===== src/hw/rtl/char_lcd_nibble_write_sequencer_defines.svh =====
// Assertion helpers shared by the sequencer RTL.
`ifndef CHAR_LCD_NIBBLE_WRITE_SEQUENCER_DEFINES_SVH
`define CHAR_LCD_NIBBLE_WRITE_SEQUENCER_DEFINES_SVH

// Same-cycle implication, checked out of reset.
`define LCDSEQ_ASSERT_NOW(label, ante, cons, msg) \
  label: assert property (@(posedge clk) disable iff (!rst_n) (ante) |-> (cons)) else $error(msg);

// Next-cycle implication, checked out of reset.
`define LCDSEQ_ASSERT_NEXT(label, ante, cons, msg) \
  label: assert property (@(posedge clk) disable iff (!rst_n) (ante) |=> (cons)) else $error(msg);

`endif


===== src/hw/rtl/lcdseq_pkg.sv =====
`timescale 1ns / 1ps

package lcdseq_pkg;

  typedef enum logic [1:0] {
    CMD_TICK  = 2'd0,
    CMD_INSTR = 2'd1,
    CMD_DATA  = 2'd2,
    CMD_NONE  = 2'd3
  } cmd_t;

  typedef enum logic [2:0] {
    PH_POWERUP = 3'd0,
    PH_HI_EN   = 3'd1,
    PH_HI_GAP  = 3'd2,
    PH_LO_EN   = 3'd3,
    PH_LO_GAP  = 3'd4,
    PH_POST    = 3'd5,
    PH_IDLE    = 3'd6
  } phase_t;

  typedef enum logic [2:0] {
    REG_EN_HIGH  = 3'd0,
    REG_EN_LOW   = 3'd1,
    REG_INSTR_WT = 3'd2,
    REG_DATA_WT  = 3'd3,
    REG_CLEAR_WT = 3'd4,
    REG_POWERUP  = 3'd5
  } reg_idx_t;

  localparam int unsigned TICK_W = 16;
  localparam int unsigned COUNT_W = 17;

  localparam logic [7:0] CLEAR_BYTE = 8'h01;

  localparam logic [TICK_W-1:0] RST_EN_HIGH  = 16'd1;
  localparam logic [TICK_W-1:0] RST_EN_LOW   = 16'd100;
  localparam logic [TICK_W-1:0] RST_INSTR_WT = 16'd2000;
  localparam logic [TICK_W-1:0] RST_DATA_WT  = 16'd1000;
  localparam logic [TICK_W-1:0] RST_CLEAR_WT = 16'd2000;
  localparam logic [TICK_W-1:0] RST_POWERUP  = 16'd50000;

  typedef struct packed {
    logic [TICK_W-1:0] enable_high_ticks;
    logic [TICK_W-1:0] enable_low_ticks;
    logic [TICK_W-1:0] instruction_wait_ticks;
    logic [TICK_W-1:0] data_wait_ticks;
    logic [TICK_W-1:0] clear_extra_ticks;
    logic [TICK_W-1:0] powerup_ticks;
  } cfg_regs_t;

  typedef struct packed {
    logic       reg_select;
    logic       enable;
    logic [3:0] data_nibble;
    logic       busy_res;
    logic       accepted;
  } lcd_res_t;

  // 4-bit mode bring-up list; entries past the fifth repeat clear
  function automatic logic [7:0] init_byte(input logic [2:0] idx);
    logic [7:0] b;
    unique case (idx)
      3'd0:    b = 8'h02;
      3'd1:    b = 8'h28;
      3'd2:    b = 8'h0C;
      3'd3:    b = 8'h06;
      default: b = CLEAR_BYTE;
    endcase
    return b;
  endfunction

endpackage


===== src/hw/rtl/lcdseq_if.sv =====
`timescale 1ns / 1ps

interface lcdseq_in_if;
  logic       valid;
  logic       ready;
  logic [1:0] command;
  logic [7:0] value;

  modport source (output valid, output command, output value, input ready);
  modport sink (input valid, input command, input value, output ready);
endinterface

interface lcdseq_out_if;
  logic       valid;
  logic       ready;
  logic       reg_select;
  logic       enable;
  logic [3:0] data_nibble;
  logic       busy_res;
  logic       accepted;

  modport source (output valid, output reg_select, output enable, output data_nibble,
                  output busy_res, output accepted, input ready);
  modport sink (input valid, input reg_select, input enable, input data_nibble,
                input busy_res, input accepted, output ready);
endinterface


===== src/hw/rtl/lcdseq_cfg.sv =====
`timescale 1ns / 1ps

module lcdseq_cfg import lcdseq_pkg::*; (
  input  logic              clk,
  input  logic              rst_n,
  input  logic              cfg_we,
  input  logic [2:0]        cfg_index,
  input  logic [TICK_W-1:0] cfg_wdata,
  output cfg_regs_t         cfg
);

  cfg_regs_t cfg_r;
  cfg_regs_t cfg_nxt;

  always_comb begin
    cfg_nxt = cfg_r;
    if (cfg_we) begin
      unique case (reg_idx_t'(cfg_index))
        REG_EN_HIGH:  cfg_nxt.enable_high_ticks      = cfg_wdata;
        REG_EN_LOW:   cfg_nxt.enable_low_ticks       = cfg_wdata;
        REG_INSTR_WT: cfg_nxt.instruction_wait_ticks = cfg_wdata;
        REG_DATA_WT:  cfg_nxt.data_wait_ticks        = cfg_wdata;
        REG_CLEAR_WT: cfg_nxt.clear_extra_ticks      = cfg_wdata;
        REG_POWERUP:  cfg_nxt.powerup_ticks          = cfg_wdata;
        default:      cfg_nxt = cfg_r;
      endcase
    end
  end

  always_ff @(posedge clk) begin
    if (!rst_n) begin
      cfg_r.enable_high_ticks      <= RST_EN_HIGH;
      cfg_r.enable_low_ticks       <= RST_EN_LOW;
      cfg_r.instruction_wait_ticks <= RST_INSTR_WT;
      cfg_r.data_wait_ticks        <= RST_DATA_WT;
      cfg_r.clear_extra_ticks      <= RST_CLEAR_WT;
      cfg_r.powerup_ticks          <= RST_POWERUP;
    end else begin
      cfg_r <= cfg_nxt;
    end
  end

  assign cfg = cfg_r;

endmodule


===== src/hw/rtl/lcdseq_engine.sv =====
`timescale 1ns / 1ps
`include "char_lcd_nibble_write_sequencer_defines.svh"

module lcdseq_engine import lcdseq_pkg::*; #(
  parameter int unsigned INIT_LENGTH = 5
) (
  input  logic       clk,
  input  logic       rst_n,
  input  logic       go,
  input  cmd_t       cmd,
  input  logic [7:0] value,
  input  cfg_regs_t  cfg,
  output lcd_res_t   res
);

  localparam logic [3:0] InitLen = 4'(INIT_LENGTH);

  phase_t               phase_r, phase_nxt;
  logic [COUNT_W-1:0]   wait_count_r, wait_count_nxt;
  logic [7:0]           held_byte_r, held_byte_nxt;
  logic                 held_select_r, held_select_nxt;
  logic [2:0]           init_step_r, init_step_nxt;
  logic [3:0]           pin_nibble_r, pin_nibble_nxt;
  logic                 init_active_r, init_active_nxt;

  logic [COUNT_W-1:0]   target;
  logic [COUNT_W-1:0]   cnt_inc;
  logic [3:0]           step_inc;
  logic [7:0]           next_init;
  logic                 acc;

  always_comb begin
    unique case (phase_r)
      PH_POWERUP:          target = {1'b0, cfg.powerup_ticks};
      PH_HI_EN, PH_LO_EN:  target = {1'b0, cfg.enable_high_ticks};
      PH_HI_GAP, PH_LO_GAP: target = {1'b0, cfg.enable_low_ticks};
      PH_POST: begin
        if (held_select_r) begin
          target = {1'b0, cfg.data_wait_ticks};
        end else if (held_byte_r == CLEAR_BYTE) begin
          target = {1'b0, cfg.instruction_wait_ticks} + {1'b0, cfg.clear_extra_ticks};
        end else begin
          target = {1'b0, cfg.instruction_wait_ticks};
        end
      end
      default:             target = '0;
    endcase
  end

  assign cnt_inc   = wait_count_r + COUNT_W'(1);
  assign step_inc  = {1'b0, init_step_r} + 4'd1;
  assign next_init = init_byte(step_inc[2:0]);

  always_comb begin
    phase_nxt       = phase_r;
    wait_count_nxt  = wait_count_r;
    held_byte_nxt   = held_byte_r;
    held_select_nxt = held_select_r;
    init_step_nxt   = init_step_r;
    pin_nibble_nxt  = pin_nibble_r;
    init_active_nxt = init_active_r;
    acc             = 1'b0;
    if (go) begin
      case (cmd)
        CMD_TICK: begin
          if (phase_r != PH_IDLE) begin
            wait_count_nxt = cnt_inc;
            if (cnt_inc >= target) begin
              wait_count_nxt = '0;
              unique case (phase_r)
                PH_POWERUP: begin
                  init_step_nxt   = '0;
                  held_byte_nxt   = init_byte(3'd0);
                  held_select_nxt = 1'b0;
                  pin_nibble_nxt  = 4'(init_byte(3'd0) >> 4);
                  phase_nxt       = PH_HI_EN;
                end
                PH_HI_EN:  phase_nxt = PH_HI_GAP;
                PH_HI_GAP: begin
                  pin_nibble_nxt = held_byte_r[3:0];
                  phase_nxt      = PH_LO_EN;
                end
                PH_LO_EN:  phase_nxt = PH_LO_GAP;
                PH_LO_GAP: phase_nxt = PH_POST;
                PH_POST: begin
                  if (init_active_r && (step_inc < InitLen)) begin
                    init_step_nxt   = step_inc[2:0];
                    held_byte_nxt   = next_init;
                    held_select_nxt = 1'b0;
                    pin_nibble_nxt  = next_init[7:4];
                    phase_nxt       = PH_HI_EN;
                  end else begin
                    init_active_nxt = 1'b0;
                    phase_nxt       = PH_IDLE;
                  end
                end
                default:   phase_nxt = PH_IDLE;
              endcase
            end
          end
        end
        CMD_INSTR, CMD_DATA: begin
          if (phase_r == PH_IDLE) begin
            held_byte_nxt   = value;
            held_select_nxt = (cmd == CMD_DATA);
            pin_nibble_nxt  = value[7:4];
            wait_count_nxt  = '0;
            phase_nxt       = PH_HI_EN;
            acc             = 1'b1;
          end
        end
        default: acc = 1'b0;
      endcase
    end
  end

  always_ff @(posedge clk) begin
    if (!rst_n) begin
      phase_r       <= PH_POWERUP;
      wait_count_r  <= '0;
      held_byte_r   <= '0;
      held_select_r <= 1'b0;
      init_step_r   <= '0;
      pin_nibble_r  <= '0;
      init_active_r <= 1'b1;
    end else begin
      phase_r       <= phase_nxt;
      wait_count_r  <= wait_count_nxt;
      held_byte_r   <= held_byte_nxt;
      held_select_r <= held_select_nxt;
      init_step_r   <= init_step_nxt;
      pin_nibble_r  <= pin_nibble_nxt;
      init_active_r <= init_active_nxt;
    end
  end

  always_comb begin
    res.reg_select  = held_select_nxt;
    res.enable      = (phase_nxt == PH_HI_EN) || (phase_nxt == PH_LO_EN);
    res.data_nibble = pin_nibble_nxt;
    res.busy_res    = (phase_nxt != PH_IDLE);
    res.accepted    = acc;
  end

  `LCDSEQ_ASSERT_NEXT(a_accept_starts_byte, go && acc, phase_r == PH_HI_EN, "write taken but no high nibble strobe")
  `LCDSEQ_ASSERT_NOW(a_init_done_past_powerup, !init_active_r, phase_r != PH_POWERUP, "init finished yet still in power-up")
  `LCDSEQ_ASSERT_NEXT(a_hold_without_item, !go, $stable(phase_r) && $stable(wait_count_r), "state moved without an item")

endmodule


===== src/hw/rtl/char_lcd_nibble_write_sequencer.sv =====
`timescale 1ns / 1ps
`include "char_lcd_nibble_write_sequencer_defines.svh"
// Channel   Dir  Payload                                                  Transfer
// in_ch     in   command[1:0], value[7:0]                                 valid & ready
// out_ch    out  reg_select, enable, data_nibble[3:0], busy_res, accepted valid & ready
// cfg       in   cfg_index[2:0], cfg_wdata[15:0]                          cfg_we
// One item per cycle sustained while out_ch.ready stays high.
// Path: input register, then phase/counter update in the engine, then the result register.
// Reset (rst_n low at a clock edge) empties both registers and enters the power-up wait.
// A stalled result register holds the input register, which then drops in_ch.ready.
// The engine state advances only when an item moves into the result register.

module char_lcd_nibble_write_sequencer import lcdseq_pkg::*; #(
  parameter int unsigned INIT_LENGTH = 5
) (
  input  logic         clk,
  input  logic         rst_n,
  lcdseq_in_if.sink    in_ch,
  lcdseq_out_if.source out_ch,
  input  logic         cfg_we,
  input  logic [2:0]   cfg_index,
  input  logic [15:0]  cfg_wdata
);

  logic       in_valid_r, in_valid_nxt;
  cmd_t       cmd_r;
  logic [7:0] value_r;
  logic       out_valid_r, out_valid_nxt;
  lcd_res_t   res_r;
  lcd_res_t   res;
  cfg_regs_t  cfg;
  logic       step_go;
  logic       in_take;

  assign step_go = in_valid_r && (!out_valid_r || out_ch.ready);
  assign in_ch.ready = !in_valid_r || step_go;
  assign in_take = in_ch.valid && in_ch.ready;

  assign in_valid_nxt  = in_take || (in_valid_r && !step_go);
  assign out_valid_nxt = step_go || (out_valid_r && !out_ch.ready);

  lcdseq_cfg u_cfg (
    .clk       (clk),
    .rst_n     (rst_n),
    .cfg_we    (cfg_we),
    .cfg_index (cfg_index),
    .cfg_wdata (cfg_wdata),
    .cfg       (cfg)
  );

  lcdseq_engine #(
    .INIT_LENGTH (INIT_LENGTH)
  ) u_engine (
    .clk   (clk),
    .rst_n (rst_n),
    .go    (step_go),
    .cmd   (cmd_r),
    .value (value_r),
    .cfg   (cfg),
    .res   (res)
  );

  always_ff @(posedge clk) begin
    if (!rst_n) begin
      in_valid_r  <= 1'b0;
      out_valid_r <= 1'b0;
    end else begin
      in_valid_r  <= in_valid_nxt;
      out_valid_r <= out_valid_nxt;
    end
  end

  always_ff @(posedge clk) begin
    if (in_take) begin
      cmd_r   <= cmd_t'(in_ch.command);
      value_r <= in_ch.value;
    end
    if (step_go) begin
      res_r <= res;
    end
  end

  assign out_ch.valid       = out_valid_r;
  assign out_ch.reg_select  = res_r.reg_select;
  assign out_ch.enable      = res_r.enable;
  assign out_ch.data_nibble = res_r.data_nibble;
  assign out_ch.busy_res    = res_r.busy_res;
  assign out_ch.accepted    = res_r.accepted;

  `LCDSEQ_ASSERT_NEXT(a_step_fills_out, step_go, out_valid_r, "stepped item missing from result register")
  `LCDSEQ_ASSERT_NEXT(a_take_fills_in, in_take, in_valid_r, "transfer lost before the engine")
  `LCDSEQ_ASSERT_NEXT(a_stall_holds_in, in_valid_r && !step_go, in_valid_r && $stable(cmd_r) && $stable(value_r), "waiting item changed")

endmodule


===== src/flat_wrapper.sv =====
// flat-port wrapper written by rule: the top's interface ports become plain ports
module char_lcd_nibble_write_sequencer_flat import lcdseq_pkg::*;
#(
  parameter int unsigned INIT_LENGTH = 5
)
  (clk, rst_n, cfg_we, cfg_index, cfg_wdata, in_ch_valid, in_ch_command, in_ch_value, in_ch_ready, out_ch_valid, out_ch_reg_select, out_ch_enable, out_ch_data_nibble, out_ch_busy_res, out_ch_accepted, out_ch_ready);
  lcdseq_in_if in_ch_i ();
  lcdseq_out_if out_ch_i ();
  input  logic clk;
  input  logic rst_n;
  input  logic cfg_we;
  input  logic [2:0] cfg_index;
  input  logic [15:0] cfg_wdata;
  input wire logic [$bits(in_ch_i.valid)-1:0] in_ch_valid;
  input wire logic [$bits(in_ch_i.command)-1:0] in_ch_command;
  input wire logic [$bits(in_ch_i.value)-1:0] in_ch_value;
  output wire logic [$bits(in_ch_i.ready)-1:0] in_ch_ready;
  output wire logic [$bits(out_ch_i.valid)-1:0] out_ch_valid;
  output wire logic [$bits(out_ch_i.reg_select)-1:0] out_ch_reg_select;
  output wire logic [$bits(out_ch_i.enable)-1:0] out_ch_enable;
  output wire logic [$bits(out_ch_i.data_nibble)-1:0] out_ch_data_nibble;
  output wire logic [$bits(out_ch_i.busy_res)-1:0] out_ch_busy_res;
  output wire logic [$bits(out_ch_i.accepted)-1:0] out_ch_accepted;
  input wire logic [$bits(out_ch_i.ready)-1:0] out_ch_ready;
  assign in_ch_i.valid = in_ch_valid;
  assign in_ch_i.command = in_ch_command;
  assign in_ch_i.value = in_ch_value;
  assign in_ch_ready = in_ch_i.ready;
  assign out_ch_valid = out_ch_i.valid;
  assign out_ch_reg_select = out_ch_i.reg_select;
  assign out_ch_enable = out_ch_i.enable;
  assign out_ch_data_nibble = out_ch_i.data_nibble;
  assign out_ch_busy_res = out_ch_i.busy_res;
  assign out_ch_accepted = out_ch_i.accepted;
  assign out_ch_i.ready = out_ch_ready;
  char_lcd_nibble_write_sequencer #(.INIT_LENGTH(INIT_LENGTH)) u_core (.clk(clk), .rst_n(rst_n), .in_ch(in_ch_i), .out_ch(out_ch_i), .cfg_we(cfg_we), .cfg_index(cfg_index), .cfg_wdata(cfg_wdata));
endmodule

===== config.mk =====
export PLATFORM = sky130hd
export DESIGN_NAME = char_lcd_nibble_write_sequencer_flat
export DESIGN_NICKNAME = d
export VERILOG_FILES = /design/src/hw/rtl/lcdseq_pkg.sv /design/src/hw/rtl/lcdseq_if.sv /design/src/hw/rtl/lcdseq_cfg.sv /design/src/hw/rtl/lcdseq_engine.sv /design/src/hw/rtl/char_lcd_nibble_write_sequencer.sv /design/src/flat_wrapper.sv
export VERILOG_INCLUDE_DIRS = /design/src /design/src/hw/rtl
export SDC_FILE = /design/constraint.sdc
export NUM_CORES = 1
export LEC_CHECK = 0
export BUFFER_PORTS_ARGS = -buffer_cell sky130_fd_sc_hd__buf_4
export CAP_MARGIN = 20
export CELL_PAD_IN_SITES_DETAIL_PLACEMENT = 0
export CELL_PAD_IN_SITES_GLOBAL_PLACEMENT = 1
export CORE_AREA = 4 4 175 177
export CTS_BUF_LIST = sky130_fd_sc_hd__clkbuf_2
export DETAILED_ROUTE_END_ITERATION = 8
export DIE_AREA = 0 0 179 181
export GPL_TIMING_DRIVEN = 0
export PLACE_DENSITY_LB_ADDON = 0.1
export SYNTH_ARGS = -nofsm -noshare
export SYNTH_HDL_FRONTEND = slang
export SYNTH_HIERARCHICAL = 1
export SYNTH_SLANG_ARGS = --single-unit

===== constraint.sdc =====
create_clock -name clk -period 5.25 [get_ports clk]
set_input_delay 0.525 -clock clk [delete_from_list [all_inputs] [get_ports clk]]
set_output_delay 0.525 -clock clk [all_outputs]
set_load 0.1 [all_outputs]

==> impl_metrics.tcl, run 1 <==
set metrics [dict create \
    status "finished clean" \
    ios 44 \
    synthFlopType "dfxtp_1" \
    layout_common_cells "nand2_1 (139), dfxtp_1 (135), mux2i_1 (117)" \
    path_max_fanout 10 \
    power.total_mw 2.222 \
    drive_above_1_share 0.1038 \
    synth_area_sq_mm 0.008670 \
    start_util 0.2965 \
    slew_violations 0 \
    met1_usage 0.2435 \
    dpl_worst_slack_ps 169.5 \
    first_pass_iters 7 \
    grt_pass1_vias 7135 \
    critical-path-slowest-cell "dfxtp_1" \
    clock-skew-final_ps 57.12 \
    fin_tns_setup_ps 0 \
    min_period_ps 4805 \
    yosys_register_bits 153 \
    clock_latency_ps 770 \
    viasPerCell 4.899 \
    die_area_sq_mm 0.03240 \
    crit_path_end_kind "flop" \
    finalSetupViolCount 0 \
    drt-total-wl_mm 28.73 \
    std_cell_rows 63 \
    worstSetupPathType "flop to flop" \
    coreArea_sq_mm 0.02924 \
    cts.clk_slew.worst_paths_ps 220 \
    drt_iter0_drc 410 \
    clk_path_buf_depth 2 \
    ys_warn_count 6 \
    synthArstFlopShare 0 \
    cts-root-buf "clkbuf_2" \
    synth-edff-count 18 \
    holdPathStages 3 \
    tightestPinTransition_ps 974.9 \
    path_delay_family "compound AO/OA/AOI/OAI gates" \
    drc 0 \
    worst_ir_drop_vdd_v 0.0001477 \
    hp-class "primary input to flop" \
    crit_top_cell "o21ai_0" \
    wl_per_cell_um 19.53 \
    hold_ws_ps 89.20 \
    die_h_um 181 \
    seq_area_sq_mm 0.003243 \
    cp.required_ps 5950 \
    finalHoldViolCount 0 \
    n_fill_cell 3117 \
    multi_input_area_sq_mm 0.005086 \
    synth_seq_area_share 0.3741 \
    fin_area_sq_mm 0.01000 \
    path_cells "ha_1, inv_1, fa_1, nor2b_1, o21a_1, o21a_1, o311ai_0, a31oi_1, xnor2_1, o21ai_0, o21ai_0, ha_1, nand4_1, nor2_1, a211oi_2, o211ai_2, a21boi_1, buf_2, nor2b_1, o21ai_0, a21boi_1" \
    final_cells 1471 \
    dp_hpwl_mm 21.31 \
    grt_max_degree 17 \
    cts_tree "built" \
    cts_made_buffers 17 \
    cap_violations 0 \
    hp-start "out_ch_ready" \
    layout_commonest_cell "nand2_1" \
    dp_cells 1414 \
    syn_area_per_cell_sq_um 8.828 \
    ys_types 70 \
    post-route-util 0.3420 \
    die_w_um 179 \
    cp_slowest_stage_delay_ps 410 \
    grt-ovfl-total 0 \
    clock_sinks 153 \
    path_buf_inv 2 \
    synthToLayoutAreaGrowth_pct 15.36 \
    nNetsFinal 1145 \
    layout_setup_ws_ps 445.1 \
    use_met3 0.03181 \
    worstPathArrival_ps 5510 \
    cts_htree_levels 4 \
    power_density_mw_per_mm2 222.1 \
    gp_congestion 0.7763 \
    rsz0062_at_grt "true" \
    reg2reg_from "u_core/u_cfg/cfg[48]$_SDFFE_PN0P_" \
    fmax_ghz 0.2081 \
    p_leak_nw 4.173 \
    cp-startpoint "u_core/u_cfg/cfg[48]$_SDFFE_PN0P_" \
    ant_nets 0 \
    cp.depth 21 \
    grt_busiest_layer "met2" \
    use_met2 0.2944 \
    grt_antenna_before_repair 1 \
    io_buffer_count 41 \
    grt_usage 0.1800 \
    post_cts_buffers 0 \
    syn_inst 982 \
    grt_pass1_wl_mm 44.13 \
    timing.slew.headroom 0.3501 \
    synth_nets 1060 \
    ff2ff_path_depth 21 \
    min_period_over_period 0.9152 \
    vias 7206 \
    startpoint_type "flop" \
    placed_area_sq_mm 0.009473 \
]
==> flip-flops by register name, indices dropped and copies added (netlist names), 2 cells and up <==
register                      flops
u_core/cmd_r                      2
u_core/out_ch.data_nibble         4
u_core/u_cfg/cfg                 96
u_core/u_engine/held_byte_r       8
u_core/u_engine/init_step_r       3
u_core/u_engine/phase_r           3
u_core/u_engine/pin_nibble_r      4
u_core/u_engine/wait_count_r     17
u_core/value_r                    8
==> worst paths after layout <==
check	end	slack [ps]
worst max-delay path	u_core/u_engine/wait_count_r[15]$_SDFFE_PN0P_	450
worst min-delay path	u_core/out_ch.valid$_SDFF_PN0_	90
worst max register to register	u_core/u_engine/wait_count_r[15]$_SDFFE_PN0P_	450
worst min register to register	u_core/u_cfg/cfg[42]$_SDFFE_PN0P_	470
==> layer usage <==
layer / share of wire / wire [um]
met1: 0.47 / 13600
met2: 0.47 / 13620
met3: 0.030 / 872
met4: 0.022 / 636
met5: 0 / 0
==> timing repair <==
action	in CTS	in global routing
hold buffers	24	0
gates resized for setup	0	4
hold endpoints to repair	27	0
setup endpoints to repair	0	25
==> cell families (layout without fill, tap and decap cells) <==
logic type	after synthesis	in the layout	share of synthesized area
compound gates	199	199	0.1498
xor+xnor	24	24	0.02425
fa+ha+maj	44	44	0.06437
buf+inv	81	178	0.04200
flops	153	153	0.3741
mux	117	117	0.1351
other cells	0	2	0
simple gates	364	364	0.2104
==> synthesized netlist by cell type (4+ instances only) <==
master	n	area, sq um
a211oi_1	7	52.55
a21boi_1	7	52.55
a21o_1	5	37.54
a21oi_1	63	315.3
a221oi_1	7	61.31
a22oi_1	11	82.58
a31oi_1	9	56.30
and2_1	10	62.56
and3_1	16	100.1
buf_2	11	55.05
buf_4	8	60.06
clkbuf_1	37	138.9
dfxtp_1	135	2703
edfxtp_1	18	540.5
ha_1	43	538.0
inv_1	20	75.07
mux2i_1	117	1171
nand2_1	140	525.5
nand2b_1	10	62.56
nand3_1	20	100.1
nand3b_1	4	30.03
nor2_1	56	210.2
nor2b_1	68	425.4
nor3_1	15	75.07
o211a_1	5	50.05
o211ai_1	5	37.54
o21a_1	9	67.56
o21ai_0	40	200.2
or2_2	4	25.02
xnor2_1	11	96.34
xor2_1	13	113.9
==> worst min-delay path: cells and delay by family <==
| kind | cells | cell delay [ps] |
|---|---|---|
| simple gates | 1 | 40 |
| buf+inv | 1 | 100 |
| compound gates | 1 | 150 |
==> power by group <==
group          leakage, nW  internal [mW]  switching (mW)
clock                0.159          0.310           0.444
sequential            1.26           1.21          0.0150
combinational         2.75         0.0910           0.151
total                 4.17           1.61           0.610
==> cell type report <==
type / instances / area share
sequential: 153 / 0.3243
clock buffer: 20 / 0.01001
tap: 390 / 0.04879
multi-input combinational: 748 / 0.5086
antenna: 2 / 0.0005004
inverter: 20 / 0.007507
timing repair buffer: 67 / 0.05630
clock inverter: 11 / 0.01551
buffer: 60 / 0.02853
Power figures use the tool's default switching activity.
==> inputs of run 2 (changes only) <==
--- a/config.mk
+++ b/config.mk
@@ -16,6 +16,7 @@
 export DIE_AREA = 0 0 179 181
 export GPL_TIMING_DRIVEN = 0
 export PLACE_DENSITY_LB_ADDON = 0.1
+export RECOVER_POWER = 50
 export SYNTH_ARGS = -nofsm -noshare
 export SYNTH_HDL_FRONTEND = slang
 export SYNTH_HIERARCHICAL = 1
==> run 2 against run 1 <==
Total power is 0.15% lower. Maximum frequency down 0.14%. Count of clock-buffer cells in the layout stayed put. Clock skew fell by 2.0 ps. Critical path depth unchanged. Sequential share of layout area hardly changed. Setup slack lost 6.8 ps. Wire length about the same. Final cell count did not move. Sequential power is essentially flat.
==> impl_metrics.tcl, run 2 (synthesis results as in run 1) <==
set metrics [dict create \
    fmax_ghz 0.2078 \
    die_w_um 179 \
    grt_max_degree 17 \
    clock_sinks 153 \
    finalSetupViolCount 0 \
    drt-total-wl_mm 28.76 \
    layout_common_cells "nand2_1 (139), dfxtp_1 (135), mux2i_1 (117)" \
    ant_nets 0 \
    worstSetupPathType "flop to flop" \
    met1Wirelength_mm 13.70 \
    worstPathArrival_ps 5520 \
    grt_pass1_wl_mm 44.13 \
    die_h_um 181 \
    gp_congestion 0.7763 \
    nNetsFinal 1145 \
    layout_commonest_cell "nand2_1" \
    grt_antenna_before_repair 1 \
    cap_violations 0 \
    first_pass_iters 7 \
    cts-root-buf "clkbuf_2" \
    wl_per_cell_um 19.55 \
    wl_met2_mm 13.59 \
    rsz0062_at_grt "true" \
    final_cells 1471 \
    timing.slew.headroom 0.3423 \
    min_period_over_period 0.9165 \
    die_area_sq_mm 0.03240 \
    min_period_ps 4812 \
    grt_usage 0.1800 \
    clock-skew-final_ps 55.09 \
    grt-ovfl-total 0 \
    highest_layer "met4" \
    finalHoldViolCount 0 \
    cp.required_ps 5950 \
    p_leak_nw 4.161 \
    drt_iter0_drc 419 \
    worst_ir_drop_vdd_v 0.0001476 \
    start_util 0.2965 \
    post_cts_buffers 0 \
    std_cell_rows 63 \
    cts.clk_slew.worst_paths_ps 220 \
    status "finished clean" \
    power_density_mw_per_mm2 222.1 \
    grt_pass1_vias 7135 \
    coreArea_sq_mm 0.02924 \
    crit_path_end_kind "flop" \
    power.total_mw 2.218 \
    hp-class "primary input to flop" \
    vias 7215 \
    cts_htree_levels 4 \
    path_max_fanout 10 \
    tightestPinTransition_ps 986.5 \
    cts_tree "built" \
    drive_above_1_share 0.1010 \
    drc 0 \
    cts_made_buffers 17 \
    startpoint_type "flop" \
    wl_met3_um 813 \
    dp_hpwl_mm 21.31 \
    largest_reg_flops 96 \
    io_buffer_count 41 \
    dp_cells 1414 \
    clk_path_buf_depth 2 \
    synthToLayoutAreaGrowth_pct 15.18 \
    slew_violations 0 \
    viasPerCell 4.905 \
    clock_latency_ps 770 \
    ios 44 \
]
run 2: worst max-delay path, stage by stage (launching register included):
cell and delay, ps:
dfxtp_1 410, ha_1 190, inv_1 60, fa_1 370, nor2b_1 160, o21a_1 180
o21a_1 180, o311ai_0 160, a31oi_1 290, xnor2_1 110, o21ai_0 170, o21ai_0 210
ha_1 350, nand4_1 170, nor2_1 80, a211oi_2 360, o211ai_2 280, a21boi_1 340
buf_2 300, nor2b_1 160, o21ai_0 80, a21boi_1 140
run 2: what timing repair did:
item | 4_1_cts | 5_1_grt
endpoints found under the hold margin | 27 | 0
gates resized for setup | 0 | 4
endpoints found under the setup margin | 0 | 25
hold buffers | 24 | 0
run 2: metrics by stage:
stage	utilization	setup TNS (ps)	setup slack, ps	instance area [sq um]	hold slack (ps)
3_5_place_dp	0.3239	0	169.5	9473	446.9
4_1_cts	0.3409	0	75.16	9968	9.363
3_3_place_gp	0.3237	0	126.5	9465	442.0
2_1_floorplan	-	0	1418	8670	429.0
6_report	0.3415	0	438.3	9986	105.3
5_1_grt	0.3415	-196.3	-45.39	9986	22.45
run 2: area by class of cell:
cell class	instances	area [sq um]
fill	3118	19260
buffer	60	285.3
inverter	20	75.07
antenna	2	5.005
tap	390	488.0
timing repair buffer	67	555.5
clock buffer	20	100.1
sequential	153	3243
multi-input combinational	748	5079
clock inverter	11	155.1
run 2: worst paths after layout:
check	cells after the start	startpoint	end	slack [ps]
max reg2reg	21	u_core/u_cfg/cfg[48]$_SDFFE_PN0P_	u_core/u_engine/wait_count_r[15]$_SDFFE_PN0P_	440
max	21	u_core/u_cfg/cfg[48]$_SDFFE_PN0P_	u_core/u_engine/wait_count_r[15]$_SDFFE_PN0P_	440
min	3	out_ch_ready	u_core/out_ch.valid$_SDFF_PN0_	110
min reg2reg	2	u_core/u_cfg/cfg[42]$_SDFFE_PN0P_	u_core/u_cfg/cfg[42]$_SDFFE_PN0P_	470
run 2: report_power, final:
| group | internal [mW] | switching [mW] | total, mW | leakage [nW] |
|---|---|---|---|---|
| Combinational | 0.0895 | 0.151 | 0.240 | 2.74 |
| Sequential | 1.21 | 0.0150 | 1.23 | 1.26 |
| Clock | 0.310 | 0.443 | 0.753 | 0.159 |
| Total | 1.61 | 0.609 | 2.22 | 4.16 |
run 2: per-layer routing:
metal | vias up | GRT usage
li1 | 3647 | -
met1 | 3439 | 0.2435
met2 | 104 | 0.2944
met3 | 25 | 0.03181
met4 | 0 | 0.04974
met5 | - | 0
==> inputs of run 3 (changes only) <==
==> constraint.sdc (replaced) <==
create_clock -name clk -period 5 [get_ports clk]
set_input_delay 0.5 -clock clk [delete_from_list [all_inputs] [get_ports clk]]
set_output_delay 0.5 -clock clk [all_outputs]
set_load 0.1 [all_outputs]
==> run 3 against run 2 <==
Setup slack lost 190 ps. Total power grew 5.0%. Hold slack lost 3.4 ps. Sequential power grew 5%. Critical path type unchanged.
==> impl_metrics.tcl, run 3 (synthesis results as in run 1) <==
set metrics [dict create \
    status "finished clean" \
    grt_antenna_before_repair 1 \
    crit_path_end_kind "flop" \
    clk_path_buf_depth 2 \
    fmax_ghz 0.2106 \
    gp_congestion 0.7763 \
    grt_pass1_wl_mm 44.10 \
    rsz0062_at_grt "false" \
    finalHoldViolCount 0 \
    cts-root-buf "clkbuf_2" \
    coreArea_sq_mm 0.02924 \
    die_h_um 181 \
    cts_tree "built" \
    ios 44 \
    worstPathArrival_ps 5420 \
    grt_max_degree 20 \
    crit_top_cell "ha_1" \
    path_delay_family "compound AO/OA/AOI/OAI gates" \
    dp_cells 1414 \
    power_density_mw_per_mm2 232.1 \
    startpoint_type "flop" \
    worstSetupPathType "flop to flop" \
    power.total_mw 2.329 \
    grt_pass1_vias 7144 \
    drc 0 \
    hp-class "primary input to flop" \
    drt_iter0_drc 439 \
    worst_ir_drop_vdd_v 0.0001549 \
    cts.clk_slew.worst_paths_ps 230 \
    fin_tns_setup_ps 0 \
    cp_slowest_stage_delay_ps 590 \
    clock-skew-final_ps 53.25 \
    final_cells 1473 \
    slew_violations 0 \
    vias 7212 \
    io_buffer_count 41 \
    path_cells "ha_1, inv_1, fa_1, nor2b_1, o21a_1, o21ai_0, a21oi_1, nand2b_1, and3_1, o311ai_0, a31oi_1, ha_1, nor2_1, o31ai_4, and2_4, and4_1, clkbuf_1, mux2i_1, and2_1" \
    first_pass_iters 5 \
    critical-path-slowest-cell "o311ai_0" \
    p_leak_nw 4.166 \
    min_period_over_period 0.9498 \
    path_max_fanout 7 \
    synthToLayoutAreaGrowth_pct 15.75 \
    min_period_ps 4749 \
    clock_latency_ps 750 \
    hold_ws_ps 101.9 \
    ant_nets 0 \
    die_area_sq_mm 0.03240 \
    grt-ovfl-total 0 \
    finalSetupViolCount 0 \
    n_fill_cell 3107 \
    drt-total-wl_mm 28.70 \
    dp_hpwl_mm 21.31 \
    largest_reg_flops 96 \
    clock_sinks 153 \
    cts_made_buffers 17 \
    fin_area_sq_mm 0.01003 \
    nNetsFinal 1147 \
    layout_common_cells "nand2_1 (138), dfxtp_1 (135), mux2i_1 (117)" \
    cap_violations 0 \
    std_cell_rows 63 \
    viasPerCell 4.896 \
    drive_above_1_share 0.1027 \
    start_util 0.2965 \
    die_w_um 179 \
    cts_htree_levels 4 \
    tightestPinTransition_ps 1014 \
    wl_per_cell_um 19.48 \
    grt_usage 0.1796 \
    placed_area_sq_mm 0.009473 \
    path_buf_inv 2 \
    layout_commonest_cell "nand2_1" \
    timing.slew.headroom 0.3243 \
    cp.required_ps 5670 \
]
run 3: per-stage QoR:
| step | util | setup WS, ps |
|---|---|---|
| 2_1_floorplan | - | 1168 |
| 3_3_place_gp | 0.3237 | -123.5 |
| 3_5_place_dp | 0.3239 | -80.51 |
| 4_1_cts | 0.3417 | 113.4 |
| 5_1_grt | 0.3431 | 15.82 |
| 6_report | 0.3431 | 250.8 |
run 3: final cells by class:
class	count	area [sq um]	share of cell area
plain buffers	60	286.5	0.02855
flip-flops and latches	153	3243	0.3232
well taps	390	488.0	0.04863
diodes	2	5.005	0.0004988
multi-input cells	748	5112	0.5095
clock buffers	20	100.1	0.009975
repair buffers	69	569.3	0.05673
clock inverters	11	155.1	0.01546
inverters	20	75.07	0.007481
run 3: path summary, 6_finish.rpt:
kind                                                         from                                           to  slack [ps]  cells after the start
worst max-delay path            u_core/u_cfg/cfg[48]$_SDFFE_PN0P_  u_core/u_engine/init_step_r[1]$_SDFFE_PN0P_         250                     19
worst min-delay path                                 cfg_wdata[4]            u_core/u_cfg/cfg[20]$_SDFFE_PN1P_         100                      3
worst max register to register  u_core/u_cfg/cfg[48]$_SDFFE_PN0P_  u_core/u_engine/init_step_r[1]$_SDFFE_PN0P_         250                     19
worst min register to register  u_core/u_cfg/cfg[42]$_SDFFE_PN0P_            u_core/u_cfg/cfg[42]$_SDFFE_PN0P_         470                      2
run 3: per-layer routing:
layer,GRT usage,up-vias,share of wire
met5,0,-,0
li1,-,3652,-
met2,0.2953,77,0.48
met1,0.2415,3460,0.48
met4,0.04974,0,0.022
met3,0.03181,23,0.025
run 3: worst reg2reg max path: stages (launching register included):
cell and delay, ps:
dfxtp_1 400, ha_1 190, inv_1 60, fa_1 380, nor2b_1 160, o21a_1 180
o21ai_0 120, a21oi_1 240, nand2b_1 130, and3_1 190, o311ai_0 590, a31oi_1 210
ha_1 320, nor2_1 60, o31ai_4 440, and2_4 270, and4_1 200, clkbuf_1 220
mux2i_1 210, and2_1 130
run 3: timing repair:
action / CTS / global route
hold endpoints to repair: 29 / 0
pin swaps: 0 / 4
gates resized for setup: 3 / 10
hold buffers: 25 / 0
setup endpoints to repair: 8 / 40
setup buffers: 0 / 1
run 3: report_power, final:
part	switching [mW]	internal, mW
Sequential	0.0157	1.27
Clock	0.463	0.325
Combinational	0.159	0.0944
Total	0.638	1.69
